===== config.mk =====
export PLATFORM = sky130hd
export DESIGN_NAME = key_debounce_double_click_core_flat
export DESIGN_NICKNAME = d
export VERILOG_FILES = /design/src/hdl/kdc_pkg.sv /design/src/hdl/kdc_if.sv /design/src/hdl/kdc_cfg_regs.sv /design/src/hdl/kdc_tick_core.sv /design/src/hdl/key_debounce_double_click_core.sv /design/src/flat_wrapper.sv
export SDC_FILE = /design/constraint.sdc
export NUM_CORES = 1
export LEC_CHECK = 0
export ABC_AREA = 1
export CORE_MARGIN = 2
export CORE_UTILIZATION = 55
export CTS_CLUSTER_DIAMETER = 40
export DETAILED_ROUTE_END_ITERATION = 8
export DONT_BUFFER_PORTS = 1
export GPL_ROUTABILITY_DRIVEN = 0
export PLACE_DENSITY = 0.7
export SYNTH_ARGS = -nofsm -noshare
export SYNTH_HDL_FRONTEND = slang
export SYNTH_SLANG_ARGS = --single-unit

===== constraint.sdc =====
create_clock -name clk -period 2.95 [get_ports clk]
set_clock_uncertainty 0.15 [all_clocks]
set_input_delay 0.59 -clock clk [delete_from_list [all_inputs] [get_ports clk]]
set_output_delay 0.59 -clock clk [all_outputs]
set_load 0.01 [all_outputs]

===== src/hdl/kdc_pkg.sv =====
// ----------------------------------------------------------------------------
// kdc_pkg
// Shared types and constants for the key debounce / double-click block.
// ----------------------------------------------------------------------------
package kdc_pkg;

    // counter widths and limits
    localparam int unsigned CNT_W     = 8;
    localparam int unsigned CLICK_W   = 2;
    localparam int unsigned CFG_IDX_W = 8;

    localparam logic [CNT_W-1:0]   HOLD_MAX          = 8'd255;
    localparam logic [CLICK_W-1:0] CLICKS_FOR_TOGGLE = 2'd2;

    // configuration register indexes
    localparam logic [CFG_IDX_W-1:0] CFG_IDX_DEBOUNCE_TICKS  = 8'd0;
    localparam logic [CFG_IDX_W-1:0] CFG_IDX_CLICK_GAP_TICKS = 8'd1;

    // configuration reset values
    localparam logic [CNT_W-1:0] DEBOUNCE_TICKS_RST  = 8'd3;
    localparam logic [CNT_W-1:0] CLICK_GAP_TICKS_RST = 8'd30;

    // one tick as it enters the block
    typedef struct packed {
        logic key_level;
        logic charging;
        logic device_on;
    } kdc_item_t;

    // one result per tick
    typedef struct packed {
        logic             power_toggle;
        logic             device_on_next;
        logic             key_activity;
        logic             debounced_down;
        logic [CNT_W-1:0] held_ticks;
    } kdc_result_t;

    // configuration seen by the tick logic
    typedef struct packed {
        logic [CNT_W-1:0] debounce_ticks;
        logic [CNT_W-1:0] click_gap_ticks;
    } kdc_cfg_t;

endpackage


===== src/hdl/kdc_if.sv =====
// ----------------------------------------------------------------------------
// kdc channel interfaces
// Valid/ready channels for ticks, results and configuration writes.
// ----------------------------------------------------------------------------

// tick input channel
interface kdc_in_if;
    logic valid;
    logic ready;
    logic key_level;
    logic charging;
    logic device_on;

    modport source (output valid, output key_level, output charging, output device_on,
                    input ready);
    modport sink   (input valid, input key_level, input charging, input device_on,
                    output ready);
endinterface

// result output channel
interface kdc_out_if;
    logic                      valid;
    logic                      ready;
    logic                      power_toggle;
    logic                      device_on_next;
    logic                      key_activity;
    logic                      debounced_down;
    logic [kdc_pkg::CNT_W-1:0] held_ticks;

    modport source (output valid, output power_toggle, output device_on_next,
                    output key_activity, output debounced_down, output held_ticks,
                    input ready);
    modport sink   (input valid, input power_toggle, input device_on_next,
                    input key_activity, input debounced_down, input held_ticks,
                    output ready);
endinterface

// configuration write channel
interface kdc_cfg_if;
    logic                          valid;
    logic                          ready;
    logic [kdc_pkg::CFG_IDX_W-1:0] index;
    logic [kdc_pkg::CNT_W-1:0]     data;

    modport source (output valid, output index, output data, input ready);
    modport sink   (input valid, input index, input data, output ready);
endinterface


===== src/hdl/kdc_cfg_regs.sv =====
// ----------------------------------------------------------------------------
// kdc_cfg_regs
// Configuration register file: debounce length and click-gap window.
// ----------------------------------------------------------------------------
module kdc_cfg_regs (
    input  logic              clk,
    input  logic              rst_n,
    kdc_cfg_if.sink           cfg,
    output kdc_pkg::kdc_cfg_t cfg_vals
);

    logic [kdc_pkg::CNT_W-1:0] debounce_ticks_reg;
    logic [kdc_pkg::CNT_W-1:0] click_gap_ticks_reg;
    logic                      wr_beat;

    // writes are always taken
    assign cfg.ready = 1'b1;
    assign wr_beat   = cfg.valid & cfg.ready;

    // register writes, unknown indexes ignored
    always_ff @(posedge clk or negedge rst_n)
    begin
        if (!rst_n)
        begin
            debounce_ticks_reg  <= kdc_pkg::DEBOUNCE_TICKS_RST;
            click_gap_ticks_reg <= kdc_pkg::CLICK_GAP_TICKS_RST;
        end
        else if (wr_beat)
        begin
            unique case (cfg.index)
                kdc_pkg::CFG_IDX_DEBOUNCE_TICKS:  debounce_ticks_reg  <= cfg.data;
                kdc_pkg::CFG_IDX_CLICK_GAP_TICKS: click_gap_ticks_reg <= cfg.data;
                default: ;
            endcase
        end
    end

    assign cfg_vals.debounce_ticks  = debounce_ticks_reg;
    assign cfg_vals.click_gap_ticks = click_gap_ticks_reg;

endmodule


===== src/hdl/kdc_tick_core.sv =====
// ----------------------------------------------------------------------------
// kdc_tick_core
// Key state registers and the per-tick debounce / click update.
// ----------------------------------------------------------------------------
module kdc_tick_core (
    input  logic                 clk,
    input  logic                 rst_n,
    input  logic                 step,
    input  kdc_pkg::kdc_item_t   item,
    input  kdc_pkg::kdc_cfg_t    cfg_vals,
    output kdc_pkg::kdc_result_t result
);

    logic                        accepted_key_reg,  accepted_key_next;
    logic                        candidate_key_reg, candidate_key_next;
    logic [kdc_pkg::CNT_W-1:0]   stable_count_reg,  stable_count_next;
    logic [kdc_pkg::CNT_W-1:0]   hold_count_reg,    hold_count_next;
    logic [kdc_pkg::CNT_W-1:0]   gap_count_reg,     gap_count_next;
    logic [kdc_pkg::CLICK_W-1:0] click_count_reg,   click_count_next;
    logic [kdc_pkg::CLICK_W-1:0] click_bumped;
    logic                        pressed;
    logic                        toggle;

    // next key state for the tick in the input stage
    always_comb
    begin
        accepted_key_next  = accepted_key_reg;
        candidate_key_next = candidate_key_reg;
        stable_count_next  = stable_count_reg;
        hold_count_next    = hold_count_reg;
        gap_count_next     = gap_count_reg;
        click_count_next   = click_count_reg;
        click_bumped       = click_count_reg + 2'd1;
        pressed            = 1'b0;
        toggle             = 1'b0;

        if (item.charging)
        begin
            accepted_key_next  = 1'b0;
            candidate_key_next = 1'b0;
            stable_count_next  = '0;
            hold_count_next    = '0;
            gap_count_next     = '0;
            click_count_next   = '0;
        end
        else
        begin
            pressed = ~item.key_level;
            if (pressed != candidate_key_reg)
            begin
                // level moved: restart the stability filter
                stable_count_next  = '0;
                candidate_key_next = pressed;
            end
            else if (stable_count_reg < cfg_vals.debounce_ticks)
            begin
                stable_count_next = stable_count_reg + 8'd1;
            end
            else
            begin
                if (accepted_key_reg != pressed)
                begin
                    // stable edge: press counts a click, release restarts gap timer
                    if (pressed)
                    begin
                        hold_count_next  = '0;
                        click_count_next = click_bumped;
                    end
                    else
                    begin
                        gap_count_next = '0;
                    end
                    if (click_count_next == kdc_pkg::CLICKS_FOR_TOGGLE)
                    begin
                        toggle           = 1'b1;
                        click_count_next = '0;
                    end
                end
                else if (!pressed)
                begin
                    // released and idle: age out a pending click
                    if (click_count_reg != '0)
                    begin
                        if (gap_count_reg >= cfg_vals.click_gap_ticks)
                            click_count_next = '0;
                        else if (gap_count_reg < kdc_pkg::HOLD_MAX)
                            gap_count_next = gap_count_reg + 8'd1;
                    end
                end
                else if (hold_count_reg < kdc_pkg::HOLD_MAX)
                begin
                    hold_count_next = hold_count_reg + 8'd1;
                end
                accepted_key_next = pressed;
            end
        end
    end

    // state registers advance once per tick
    always_ff @(posedge clk or negedge rst_n)
    begin
        if (!rst_n)
        begin
            accepted_key_reg  <= 1'b0;
            candidate_key_reg <= 1'b0;
            stable_count_reg  <= '0;
            hold_count_reg    <= '0;
            gap_count_reg     <= '0;
            click_count_reg   <= '0;
        end
        else if (step)
        begin
            accepted_key_reg  <= accepted_key_next;
            candidate_key_reg <= candidate_key_next;
            stable_count_reg  <= stable_count_next;
            hold_count_reg    <= hold_count_next;
            gap_count_reg     <= gap_count_next;
            click_count_reg   <= click_count_next;
        end
    end

    // result fields
    assign result.power_toggle   = toggle;
    assign result.device_on_next = item.device_on ^ toggle;
    assign result.key_activity   = pressed;
    assign result.debounced_down = accepted_key_next;
    assign result.held_ticks     = hold_count_next;

    // click count never passes the toggle threshold
    a_click_bound: assert property (@(posedge clk) disable iff (!rst_n)
        click_count_reg != 2'd3)
        else $error("click count out of range");

    // a toggle always leaves no pending click
    a_toggle_clears: assert property (@(posedge clk) disable iff (!rst_n)
        step && toggle |=> click_count_reg == '0)
        else $error("click count not cleared after toggle");

    // a charging tick clears the key, stable, hold and gap registers
    a_charge_clears: assert property (@(posedge clk) disable iff (!rst_n)
        step && item.charging |=> !accepted_key_reg && !candidate_key_reg &&
            stable_count_reg == '0 && hold_count_reg == '0 && gap_count_reg == '0)
        else $error("key state not cleared while charging");

    // toggle only on a stable press edge
    a_toggle_on_press: assert property (@(posedge clk) disable iff (!rst_n)
        toggle |-> pressed && !accepted_key_reg && !item.charging)
        else $error("toggle without stable press");

endmodule


===== src/hdl/key_debounce_double_click_core.sv =====
// ----------------------------------------------------------------------------
// key_debounce_double_click_core
// Debounces a raw key per tick and turns a double click into a power toggle.
// ----------------------------------------------------------------------------
// path: a tick beat is held in the input register, then its result in the result register
// throughput: one tick per clock while res.ready allows; the key state update loops through the state registers
// the input stage keeps accepting while a result waits, until both stages are full
// reset: all key state cleared, debounce_ticks = 3, click_gap_ticks = 30,
// both stages empty; no clearing pass, ticks are taken right after reset
module key_debounce_double_click_core (
    input  logic      clk,
    input  logic      rst_n,
    kdc_in_if.sink    src,
    kdc_out_if.source res,
    kdc_cfg_if.sink   cfg
);

    kdc_pkg::kdc_cfg_t    cfg_vals;
    kdc_pkg::kdc_item_t   item_reg;
    kdc_pkg::kdc_result_t result_next;
    kdc_pkg::kdc_result_t result_reg;
    logic                 item_valid_reg;
    logic                 result_valid_reg;
    logic                 in_beat;
    logic                 advance;

    // configuration registers
    kdc_cfg_regs u_cfg (
        .clk      (clk),
        .rst_n    (rst_n),
        .cfg      (cfg),
        .cfg_vals (cfg_vals)
    );

    // pipeline flow control
    assign advance   = item_valid_reg & (~result_valid_reg | res.ready);
    assign src.ready = ~item_valid_reg | advance;
    assign in_beat   = src.valid & src.ready;

    // input register
    always_ff @(posedge clk or negedge rst_n)
    begin
        if (!rst_n)
            item_valid_reg <= 1'b0;
        else if (src.ready)
            item_valid_reg <= src.valid;
    end

    always_ff @(posedge clk)
    begin
        if (in_beat)
        begin
            item_reg.key_level <= src.key_level;
            item_reg.charging  <= src.charging;
            item_reg.device_on <= src.device_on;
        end
    end

    // key state update
    kdc_tick_core u_core (
        .clk      (clk),
        .rst_n    (rst_n),
        .step     (advance),
        .item     (item_reg),
        .cfg_vals (cfg_vals),
        .result   (result_next)
    );

    // result register
    always_ff @(posedge clk or negedge rst_n)
    begin
        if (!rst_n)
            result_valid_reg <= 1'b0;
        else if (advance)
            result_valid_reg <= 1'b1;
        else if (res.ready)
            result_valid_reg <= 1'b0;
    end

    always_ff @(posedge clk)
    begin
        if (advance)
            result_reg <= result_next;
    end

    assign res.valid          = result_valid_reg;
    assign res.power_toggle   = result_reg.power_toggle;
    assign res.device_on_next = result_reg.device_on_next;
    assign res.key_activity   = result_reg.key_activity;
    assign res.debounced_down = result_reg.debounced_down;
    assign res.held_ticks     = result_reg.held_ticks;

    // a stalled tick stays in the input stage
    a_hold_item: assert property (@(posedge clk) disable iff (!rst_n)
        item_valid_reg && !advance |=> item_valid_reg)
        else $error("tick lost while stalled");

    // a finished tick always lands in the result register
    a_result_loaded: assert property (@(posedge clk) disable iff (!rst_n)
        advance |=> result_valid_reg)
        else $error("result beat lost");

    // no new tick is taken while both stages are full and stalled
    a_no_overrun: assert property (@(posedge clk) disable iff (!rst_n)
        item_valid_reg && result_valid_reg && !res.ready |-> !src.ready)
        else $error("input taken while pipeline full");

endmodule

===== src/flat_wrapper.sv =====
// flat-port wrapper written by rule: the top's interface ports become plain ports
module key_debounce_double_click_core_flat 
  (clk, rst_n, src_valid, src_key_level, src_charging, src_device_on, src_ready, res_valid, res_power_toggle, res_device_on_next, res_key_activity, res_debounced_down, res_held_ticks, res_ready, cfg_valid, cfg_index, cfg_data, cfg_ready);
  kdc_in_if src_i ();
  kdc_out_if res_i ();
  kdc_cfg_if cfg_i ();
  input  logic clk;
  input  logic rst_n;
  input wire logic [$bits(src_i.valid)-1:0] src_valid;
  input wire logic [$bits(src_i.key_level)-1:0] src_key_level;
  input wire logic [$bits(src_i.charging)-1:0] src_charging;
  input wire logic [$bits(src_i.device_on)-1:0] src_device_on;
  output wire logic [$bits(src_i.ready)-1:0] src_ready;
  output wire logic [$bits(res_i.valid)-1:0] res_valid;
  output wire logic [$bits(res_i.power_toggle)-1:0] res_power_toggle;
  output wire logic [$bits(res_i.device_on_next)-1:0] res_device_on_next;
  output wire logic [$bits(res_i.key_activity)-1:0] res_key_activity;
  output wire logic [$bits(res_i.debounced_down)-1:0] res_debounced_down;
  output wire logic [$bits(res_i.held_ticks)-1:0] res_held_ticks;
  input wire logic [$bits(res_i.ready)-1:0] res_ready;
  input wire logic [$bits(cfg_i.valid)-1:0] cfg_valid;
  input wire logic [$bits(cfg_i.index)-1:0] cfg_index;
  input wire logic [$bits(cfg_i.data)-1:0] cfg_data;
  output wire logic [$bits(cfg_i.ready)-1:0] cfg_ready;
  assign src_i.valid = src_valid;
  assign src_i.key_level = src_key_level;
  assign src_i.charging = src_charging;
  assign src_i.device_on = src_device_on;
  assign src_ready = src_i.ready;
  assign res_valid = res_i.valid;
  assign res_power_toggle = res_i.power_toggle;
  assign res_device_on_next = res_i.device_on_next;
  assign res_key_activity = res_i.key_activity;
  assign res_debounced_down = res_i.debounced_down;
  assign res_held_ticks = res_i.held_ticks;
  assign res_i.ready = res_ready;
  assign cfg_i.valid = cfg_valid;
  assign cfg_i.index = cfg_index;
  assign cfg_i.data = cfg_data;
  assign cfg_ready = cfg_i.ready;
  key_debounce_double_click_core u_core (.clk(clk), .rst_n(rst_n), .src(src_i), .res(res_i), .cfg(cfg_i));
endmodule

==> metrics.md <==
| Metric | Value |
|---|---|
| Min Tclk post-route | ~2.2 ns |
| Yosys reg bits | 61 |
| Clock Power Share | 35.8% |
| Largest net degree at the start of global routing | 47 |
| CTS Buf Count | 9 |
| Fmax achieved | roughly 0.45 GHz |
| Hold path depth | 0 |
| Dominant cell type by area after synthesis | dfrtp_1 |
| Met2 routed WL | between 3 and 4 mm |
| Num ports | 39 |
| First-pass GRT wire length | 12.8 mm |
| Worst r2r path cells | 11 |
| Worst path arrival time | ~2.3 ns |
| H-tree depth | 3 |
| Endpoints failing hold | 0 |
| Top_reg_cell synth | dfrtp_1 |
| Net Switching | roughly 760 uW |
| Number of setup buffers added after CTS | 0 |
| Status | finished, final reports clean |
| Syn. warnings | 0 |
| Die Ht | 85.1 um |
| Vias in the first global route | approximately 2800 |
| P_leak | slightly below 0.002 uW |
| Clock latency on the worst-skew pair | around 0.35 ns |
| TNS Setup | 0 ns |
| Top sig layer | met4 |
| DR pass1 iterations | 5 |
| Ranking of synthesized cells by area | dfrtp_1 (28%), nand2_1 (14%), edfxtp_1 (12%) |
| Actual slew at the worst max-slew pin | ~0.53 ns |
| Net count, final | about 500 |
| Synth async-reset ratio | between 70% and 80% |
| Top-area cell type share of the netlist area | roughly 28% |
| CP Depth | 11 |
| Most frequent CP cell | nand2_1 |
| Via count | around 2900 |
| Max-cap violations | 0 |
| Initial antenna violation count | 0 |
| Crit-path leading delay family | simple AND/OR/NAND/NOR gates |
| DRC errors left | 0 |
| Die ar. | roughly 7200 um^2 |
| Syn Area/Cell | 8.00 um^2 |
| Initial DRC count | about 150 |
| Post-synth top cells | nand2_1 (132), inv_1 (60), dfrtp_1 (40), nand3_1 (34), nor2_1 (23) |
| Filler Cell Count | 550 |
| Post-layout util | 62.0% |
| DRT met1 WL | approximately 3.5 mm |
| Most numerous cell in the Yosys netlist | nand2_1 |
| Sw frac | 32.4% |
| Starting Density | 57.0% |
| Post-DP HPWL | between 5 and 6 mm |
| TritonCTS clock tree | built |
| Total global-route track usage | between 20% and 30% |
| Critical path's slowest cell | dfrtp_1 |
| Count of cell types in the netlist | 36 |
| Clock transition at the registers of the reported paths | 0.07 ns |
| Maximum vdd drop | between 0.0003 and 0.0004 V |
| Crit-path max cell delay | 0.36 ns |
| Critical-path cell list | inv_1 -> ha_1 -> a21oi_1 -> nor2_1 -> nor3_1 -> nand2_1 -> nand2_1 -> nand2_1 -> inv_1 -> nand3_1 -> o21ai_0 |
| Port Buffer Count | 0 |
| Row cnt | 29 |
| Slew HR | ~65% |
| DRT Wirelength | 7.34 mm |
| Period utilisation layout | 75.2% |
| Mapped Area | between 3000 and 4000 um^2 |
| Hold WC Path Type | input pin to flip-flop |
| Grt ovf | 0 |
| CP endpoint kind | flip-flop |
| CP bufs+invs | 2 |
| Antenna Violating Nets Remaining | 0 |
| CP startpoint kind | flip-flop |
| Synth Instances | 452 |
| Worst Path Max Fanout | 12 |
| WL met3 | roughly 360 um |
| Wire length per cell | 13.6 um |
| Flop pwr share | 44.1% |
| Clock sinks | 61 |
| Pint | about 1600 uW |
| Area Growth Syn to Fin | 8.82% |
| Endpoints failing setup | 0 |
| P per Cell Area | just under 600 nW/um^2 |
| # diodes | 0 |
| Root Buffer Master | clkbuf_8 |
| RSZ-0062 raised after global routing | no |
| Crit Path Class | flip-flop to flip-flop |
| Sequential fraction of the synthesis area | between 40 and 50% |
| CTS max path bufs | 2 |
| Core Box Area | around 6300 um^2 |
| Power share of the combinational group | about a fifth |
| Via density per instance | 5.33 |
| Post-synth EDFFs | 15 |
| Post-Syn Nets | about 500 |
| Critical Path RT | about 3.1 ns |
| Max-slew violation count | 0 |
| Layout cells sized above 1 | 12.7% |
| Die Wd | 85.1 um |
## cell type report
class | instances | area, um^2 | share of cell area [%]
repair buffers | 7 | 75.1 | 1.91
well taps | 77 | 96.3 | 2.45
clock inverters | 7 | 98.8 | 2.51
flip-flops and latches | 61 | 1610 | 40.9
inverters | 64 | 240 | 6.10
multi-input cells | 315 | 1690 | 43.0
clock buffers | 9 | 124 | 3.15
## per-layer routing
layer,vias up,global-route usage (%)
li1,1477,-
met1,1307,30.7
met2,76,34.2
met3,16,5.25
met4,0,9.67
met5,-,0
## power by group through the flow
stage               Clock (uW)  Sequential, uW  Combinational, uW
finish                     842            1040                470
CTS                        852            1040                474
global placement             0            1050                441
global route               895            1050                545
detailed placement           0            1050                450
floorplan                    0            1030                371
## stage by stage
step | hold slack (ns) | cell area, um^2 | cells | total power [uW] | setup slack [ns]
after floorplan | 0.144 | 3620 | 452 | 1400 | 0.911
after global placement | 0.146 | 3680 | 522 | 1490 | 0.737
after detailed placement | 0.146 | 3680 | 522 | 1500 | 0.761
after CTS | 0.166 | 3940 | 540 | 2360 | 0.724
after global routing | 0.155 | 3940 | 540 | 2490 | 0.423
final | 0.181 | 3940 | 540 | 2350 | 0.731
## kinds of logic (layout without fill, tap and decap cells)
logic type,after synthesis,count (layout),share of synthesized area (%)
fa+ha+maj,19,19,6.57
compound gates,49,49,7.71
xor+xnor,7,7,1.69
flops,61,61,44.5
other cells,1,1,0.104
simple gates,239,239,30.7
buf+inv,76,87,8.72
## repair_timing
item | 4_1_cts | 5_1_grt
resized for setup | 0 | 0
hold buffers | 2 | 0
endpoints found under the hold margin | 46 | 0
## layout by cell type, fill, tap and decap left out, types with 2 or more instances in the layout
cell         n
buf_4        5
a21oi_1      9
nand2_2      7
bufinv_16    2
clkbuf_8     9
dfstp_2      6
dfrtp_1     40
nor2_1      23
nand2_1    132
nor2_4       4
o21ai_0     18
inv_1       60
nand3_1     34
nand4_1     12
and3_1       4
nand3b_1     5
edfxtp_1    15
o21ai_2      7
xor2_1       6
ha_1        19
inv_2        4
nor2_2       4
nor3_1       8
clkinv_4     2
o21ai_1     13
## final timing paths
path | to | start | slack (ns)
worst min register to register | u_core.u_cfg.debounce_ticks_reg[1]$_DFFE_PN1P_ | u_core.u_cfg.debounce_ticks_reg[1]$_DFFE_PN1P_ | 0.33
min in group asynchronous | u_core.u_core.hold_count_reg[2]$_DFFE_PN0P_ | rst_n | 0.62
worst max register to register | u_core.u_core.stable_count_reg[0]$_DFFE_PN0P_ | u_core.u_cfg.debounce_ticks_reg[5]$_DFFE_PN0P_ | 0.73
worst min-delay path | u_core.item_reg[0]$_DFFE_PP_ | src_device_on | 0.18
max in group asynchronous | u_core.u_cfg.click_gap_ticks_reg[4]$_DFFE_PN1P_ | rst_n | 1.76
worst max-delay path | u_core.u_core.stable_count_reg[0]$_DFFE_PN0P_ | u_core.u_cfg.debounce_ticks_reg[5]$_DFFE_PN0P_ | 0.73
No activity file was read; power rests on OpenSTA's default activity.
